### src/rtl/kmer_d2_counter_assert.svh
// assertion macros for the k-mer d2 counter
`ifndef KMER_D2_COUNTER_ASSERT_SVH
`define KMER_D2_COUNTER_ASSERT_SVH

// same-cycle implication, checked outside reset
`define KD2_ASSERT_SAME(lbl, ante, cons, msg) \
  lbl: assert property (@(posedge clk) disable iff (!rst_n) (ante) |-> (cons)) \
    else $error(msg);

// next-cycle implication, checked outside reset
`define KD2_ASSERT_NEXT(lbl, ante, cons, msg) \
  lbl: assert property (@(posedge clk) disable iff (!rst_n) (ante) |=> (cons)) \
    else $error(msg);

`endif

### src/rtl/kd2_pkg.sv
`timescale 1ns / 1ps
package kd2_pkg;

  localparam int LETTER_BITS = 2;
  localparam int MAX_WORD    = 8;
  localparam int STORE_BITS  = LETTER_BITS * MAX_WORD;
  localparam int COUNT_W     = 32;
  localparam int WLEN_W      = 4;
  localparam int FILL_W      = $clog2(MAX_WORD + 1);
  localparam int WLEN_RESET  = 8;

  typedef enum logic [1:0] {
    ACT_QUERY    = 2'd0,
    ACT_SUBJECT  = 2'd1,
    ACT_CLR_SUBJ = 2'd2,
    ACT_CLR_ALL  = 2'd3
  } action_t;

  typedef enum logic [1:0] {
    ST_IDLE,
    ST_UPDATE,
    ST_SWEEP
  } state_t;

  typedef struct packed {
    logic                  hit;
    logic [STORE_BITS-1:0] idx;
  } word_t;

endpackage

### src/rtl/kd2_window.sv
`timescale 1ns / 1ps
module kd2_window (
  input  logic                        clk,
  input  logic                        rst_n,
  input  logic                        step,
  input  logic                        seq_start,
  input  logic [1:0]                  letter,
  input  logic [kd2_pkg::WLEN_W-1:0]  word_length,
  output kd2_pkg::word_t              word
);
  import kd2_pkg::*;

  logic [STORE_BITS-1:0]  window_r, window_nxt;
  logic [FILL_W-1:0]      fill_r, fill_nxt;
  logic [STORE_BITS-1:0]  win_base;
  logic [FILL_W-1:0]      fill_base;
  logic [LETTER_BITS-1:0] lt;
  logic [WLEN_W-1:0]      k;
  logic [STORE_BITS-1:0]  idx;

  // clamp word length into 1..MAX_WORD
  always_comb begin
    if (word_length == '0) begin
      k = WLEN_W'(1);
    end else if (word_length > WLEN_W'(MAX_WORD)) begin
      k = WLEN_W'(MAX_WORD);
    end else begin
      k = word_length;
    end
  end

  always_comb begin
    lt        = LETTER_BITS'(letter);
    win_base  = seq_start ? '0 : window_r;
    fill_base = seq_start ? '0 : fill_r;
    if (STORE_BITS > LETTER_BITS) begin
      window_nxt = STORE_BITS'({win_base, lt});
    end else begin
      window_nxt = STORE_BITS'(lt);
    end
    fill_nxt = (fill_base < FILL_W'(MAX_WORD)) ? fill_base + FILL_W'(1) : fill_base;
  end

  // keep only the low k letters of the window
  always_comb begin
    idx = '0;
    for (int i = 0; i < MAX_WORD; i++) begin
      if (WLEN_W'(i) < k) begin
        idx[i*LETTER_BITS +: LETTER_BITS] = window_nxt[i*LETTER_BITS +: LETTER_BITS];
      end
    end
  end

  assign word.hit = (WLEN_W'(fill_nxt) >= k);
  assign word.idx = idx;

  always_ff @(posedge clk) begin
    if (!rst_n) begin
      window_r <= '0;
      fill_r   <= '0;
    end else if (step) begin
      window_r <= window_nxt;
      fill_r   <= fill_nxt;
    end
  end

endmodule

### config.mk
export PLATFORM = sky130hd
export DESIGN_NAME = kd2_window
export DESIGN_NICKNAME = d
export VERILOG_FILES = /design/src/rtl/kmer_d2_counter_assert.svh /design/src/rtl/kd2_pkg.sv /design/src/rtl/kd2_window.sv
export SDC_FILE = /design/constraint.sdc
export NUM_CORES = 1
export LEC_CHECK = 0
export BUFFER_PORTS_ARGS = -buffer_cell sky130_fd_sc_hd__buf_2
export CAP_MARGIN = 20
export CORE_AREA = 2 2 69 71
export DETAILED_ROUTE_END_ITERATION = 8
export DIE_AREA = 0 0 71 73
export GPL_TIMING_DRIVEN = 0
export MAX_ROUTING_LAYER = met4
export SLEW_MARGIN = 20
export SYNTH_ARGS = -nofsm -noshare
export SYNTH_HDL_FRONTEND = slang
export SYNTH_SLANG_ARGS = --single-unit
### constraint.sdc
create_clock -name clk -period 2.3 [get_ports clk]
set_input_delay 0.46 -clock clk [delete_from_list [all_inputs] [get_ports clk]]
set_output_delay 0.46 -clock clk [all_outputs]
set_load 0.1 [all_outputs]
# After elaboration in Yosys (flattened, before gate mapping)
# Cells that the tools add are included.
op_classes:
  multipliers: 0
  order_cmp: 11
  shift: 0
  bitwise_logic: 0
  n_eq_ne: 0
  muxes: 13
  div: 0
  n_reduce_logical: 1
  addsub: 1
ops:
  columns: ["op", "count"]
  rows:
  - ["less-than comparator 3 x 4 -> 1 bit, first input constant", 4]
  - ["two-way mux 2 bit", 8]
  - ["two-way mux 4 bit", 4]
  - ["two-way mux 14 bit", 1]
  - ["less-than comparator 1 x 4 -> 1 bit, first input constant", 2]
  - ["less-than comparator 2 x 4 -> 1 bit, first input constant", 2]
  - ["adder 4 x 1 -> 4 bit, second input constant", 1]
  - ["greater-or-equal comparator 4 bit", 1]
  - ["> comparator 4 bit, second input constant", 1]
  - ["logical NOT 4 bit", 1]
  - ["less-than comparator 4 bit, second input constant", 1]
word_totals:
  input_bits: 10
  romBits: 0
  out_inout_bits: 17
  word_cells: 28
  ram_bits: 0
  ff_bits: 18
  n_memories: 0
  latchBits: 0

# Longest topological paths before layout
depth:
  ltp_word: 5
  mapped_depth: 9
  ltp_nobuf: 8

# Worst setup path after synthesis
# No wires, ideal clock.
synth_timing:
  path_type: "input port to output port"
  startpoint: "input seq_start"
  endpoint: "output word[16] in the netlist's numbering"
  cell_stages: 9
  required_ps: 1840
  path_buffers: 1
  path_slack_ps: -1850
  t_arrival_ps: 3690
  path_cell_list: "buf_2 nor2b_1 ha_1 nor2b_1 nor2_1 a22o_1 ha_1 nand2_1 o21ai_0"
synth_lines:
  columns: ["element", "line", "source"]
  rows:
  - ["start, declared", "kd2_window.sv:6", "input logic seq_start,"]
  - ["end, declared", "kd2_window.sv:9", "output kd2_pkg::word_t word"]

==> summary.md <==
| Metric | Value |
|---|---|
| Hold Path Origin | `seq_start` |
| Lkg Pwr | `between 0.0006 and 0.0007 uW` |
| Final hold viol count | `0` |
| Worst R2R Start | `fill_r[0]$_SDFFE_PN0P_` |
| Most frequent cells in the layout | `buf_2, nand2_1, dfxtp_1` |
| Mapped Cells | `approximately 140` |
| Worst-path clk slew | `around 0.07 ns` |
| Clk root buf | `clkbuf_8` |
| Clock Skew | `0.00327 ns` |
| Clock power share | `around a third` |
| Crit-path max cell delay | `just under 0.3 ns` |
| Count of TritonRoute iterations in the first routing pass | `6` |
| Largest net degree at the start of global routing | `11` |
| Total CTS buffers | `3` |
| Mapped cell area | `1070 um^2` |
| Worst reg-to-reg path cell count | `5` |
| Final setup fails | `1` |
| Starting Density | `23.5%` |
| Hold crit path type | `primary input to flop` |
| DRC | `0` |
| Hold Path Depth | `3` |
| Net Switching | `232 uW` |
| Hold buffers post-CTS | `0` |
| Status | `complete, but fails checks` |
| Initial antenna violation count | `0` |
| Die area | `5180 um^2` |
| Starting DRC count in detailed routing | `54` |
| Util after Layout | `33.7%` |
| Sw Share | `between 30% and 40%` |
| Slowest cell on the critical path | `mux2_4` |
| Violated checks | `setup timing` |
| PortBufs | `25` |
| Power Density | `501 nW/um^2` |
| Fin crit share | `109%` |
| HPWL after detailed placement | `about 2000 um` |
| Flop2flop setup slack | `0.83 ns` |
| Layout cells sized above 1 | `between 30% and 40%` |
| P&R area growth vs syn | `43.4%` |
| Core area | `4540 um^2` |
| Setup ws final | `-0.203 ns` |
| Tmin final | `between 2 and 3 ns` |
| Cell Chain, Critical Path | `buf_8 -> buf_6 -> nor2b_2 -> ha_2 -> mux2_4 -> ha_4 -> a21oi_4 -> o21ai_4 -> buf_12` |
| Max Root-Sink Buffers | `2` |
| Max Transition Viols Final | `0` |
| Hold Path End | `window_r[9]$_SDFFE_PN0P_` |
| Antenna Cells | `0` |
| F_max | `roughly 0.4 GHz` |
| Post-placement cell area | `1380 um^2` |
| GPL Wtd Cong | `between 0.8 and 0.9` |
| Vias | `~1000` |
| Maximum vdd drop | `0.203 mV` |
| Crit path arrival time | `between 2 and 2.5 ns` |
| Worst EP required | `about 1.8 ns` |
| Power Internal | `534 uW` |
| Total grt overflow | `0` |
| Sequential share of the synthesized area | `33.8%` |
| Avg Cell Area, Syn | `about 7.9 um^2` |
| Worst hold slack | `between 0.4 and 0.5 ns` |
| Finished layout cell area | `approximately 1500 um^2` |
| Final WL | `between 2000 and 3000 um` |
| Seq pwr share | `between 40 and 50%` |
| RR Endpoint | `fill_r[1]$_SDFFE_PN0P_` |
| Critical Path Start Type | `primary input` |
| Yosys reg bits | `18` |
| Die Height | `73 um` |
| Clk_lat worst skew | `around 0.26 ns` |
| RSZ-0062 raised after global routing | `true` |
| Number of H-tree levels | `1` |
| First-pass GRT wire length | `between 4000 and 5000 um` |
| Routed vias/inst | `4.65` |
| Wirelength per Cell | `approximately 13 um` |
| Routed Antenna Nets | `0` |
| IO Count | `27` |
| Syn_nets | `150` |
| Global Route Usage Sum | `a little under an eighth` |
| Final net count | `between 150 and 200` |
| Final Non-Filler Cells | `~220` |
| Max-capacitance violation count | `0` |
| Slew headroom | `67.8%` |
| Vias in the first global route | `just under 1000` |
| Ys Warns | `0` |
| Crit Path Category | `primary input to output port` |
| Clock sink total | `18` |
| Std-Cell Rows | `25` |
| Fillers | `468` |
| Gate power share | `a little under a quarter` |
| Pre-CTS WS | `-0.533 ns` |
| CTS tree | `done` |
| Crit Path Max Fanout | `5` |
| Placed insts | `~210` |
| Die X | `roughly 70 um` |
| Critical path endpoint category | `output port` |
| Post-synth cell types | `33` |
| Most common cell after layout, fill and taps aside | `buf_2` |
| Worst slew pin tran | `0.481 ns` |
## routing by layer
layer | GRT usage (%) | part of all wire [%]
met2 | 16.8 | 42
met3 | 2.21 | 5.5
met1 | 16.0 | 52
met4 | 4.61 | 1.3
met5 | - | 0
## area by class of cell
cell class	instances	area [um^2]	area share, %
Timing Repair Buffer	29	180	11.8
Inverter	5	18.8	1.23
Buffer	10	55.1	3.60
Multi-Input combinational cell	102	787	51.5
Sequential cell	18	365	23.9
Clock buffer	4	55.1	3.60
Tap cell	54	67.6	4.42
## flip-flops by register name (all words and copies together), names as in the netlist
name	count
fill_r	4
window_r	14
## power by group through the flow
stage / logic (uW) / registers, uW / clock network, uW
after floorplan: 114 / 328 / 0
after global placement: 148 / 330 / 0
after detailed placement: 150 / 330 / 0
after CTS: 176 / 323 / 273
after global routing: 189 / 324 / 282
final: 177 / 323 / 267
## what timing repair did
item / 4_1_cts / 5_1_grt
pin swaps: 4 / 1
gates resized for setup: 15 / 2
setup buffers: 4 / 0
endpoints found under the setup margin: 1 / 1
## worst max path at each step
stage	from	end	cells past startpoint
after floorplan	seq_start	word[16]	9
after global placement	seq_start	word[16]	11
after detailed placement	seq_start	word[16]	11
after CTS	seq_start	word[16]	9
after global routing	seq_start	word[16]	11
final	seq_start	word[16]	9
## synth_stat cells (all sizes together)
cell type / n / area share (%)
nor3: 3 / 1.4
a22o: 1 / 0.82
or3: 2 / 1.2
mux2: 1 / 1.4
nor2b: 7 / 4.1
o21ba: 1 / 0.94
nand2b: 2 / 1.4
o22ai: 3 / 1.8
o21bai: 1 / 0.70
nor3b: 5 / 3.5
dfxtp: 18 / 34
xnor2: 1 / 0.82
nand3b: 2 / 1.4
clkbuf: 3 / 1.1
o21ai: 4 / 1.9
a21boi: 4 / 2.8
a31oi: 2 / 1.2
o21a: 2 / 1.4
a2bb2oi: 2 / 1.6
a21oi: 6 / 2.8
o2bb2ai: 3 / 2.5
nor2: 10 / 3.5
mux2i: 2 / 1.9
inv: 5 / 1.8
nand4: 1 / 0.59
a41oi: 1 / 0.82
buf: 7 / 3.3
nand2: 19 / 6.7
ha: 5 / 5.9
and2: 12 / 7.0
## worst max-delay path: cells and delay by family
family / cells / cell delay (ns)
AOI/OAI and AO/OA: 2 / 0.22
adders and majority gates: 2 / 0.55
buffers and inverters: 3 / 0.40
muxes: 1 / 0.29
and+or+nand+nor: 1 / 0.11
## through the flow
step / setup TNS, ns / power (uW)
after global placement: -0.500 / 478
after floorplan: -0.273 / 443
final: -0.203 / 766
after global routing: -0.238 / 795
after detailed placement: -0.533 / 480
after CTS: -0.212 / 773
## kinds of logic (layout without fill, tap and decap cells)
| kind of cell | after synthesis | count (layout) | synth area share, % |
|---|---|---|---|
| xor+xnor | 1 | 1 | 0.822 |
| compound gates | 30 | 30 | 19.2 |
| simple gates | 63 | 63 | 30.9 |
| flops | 18 | 18 | 33.8 |
| buf+inv | 15 | 48 | 6.10 |
| fa+ha+maj | 5 | 5 | 5.87 |
| mux | 3 | 3 | 3.29 |
No activity file was read; power rests on OpenSTA's default activity.
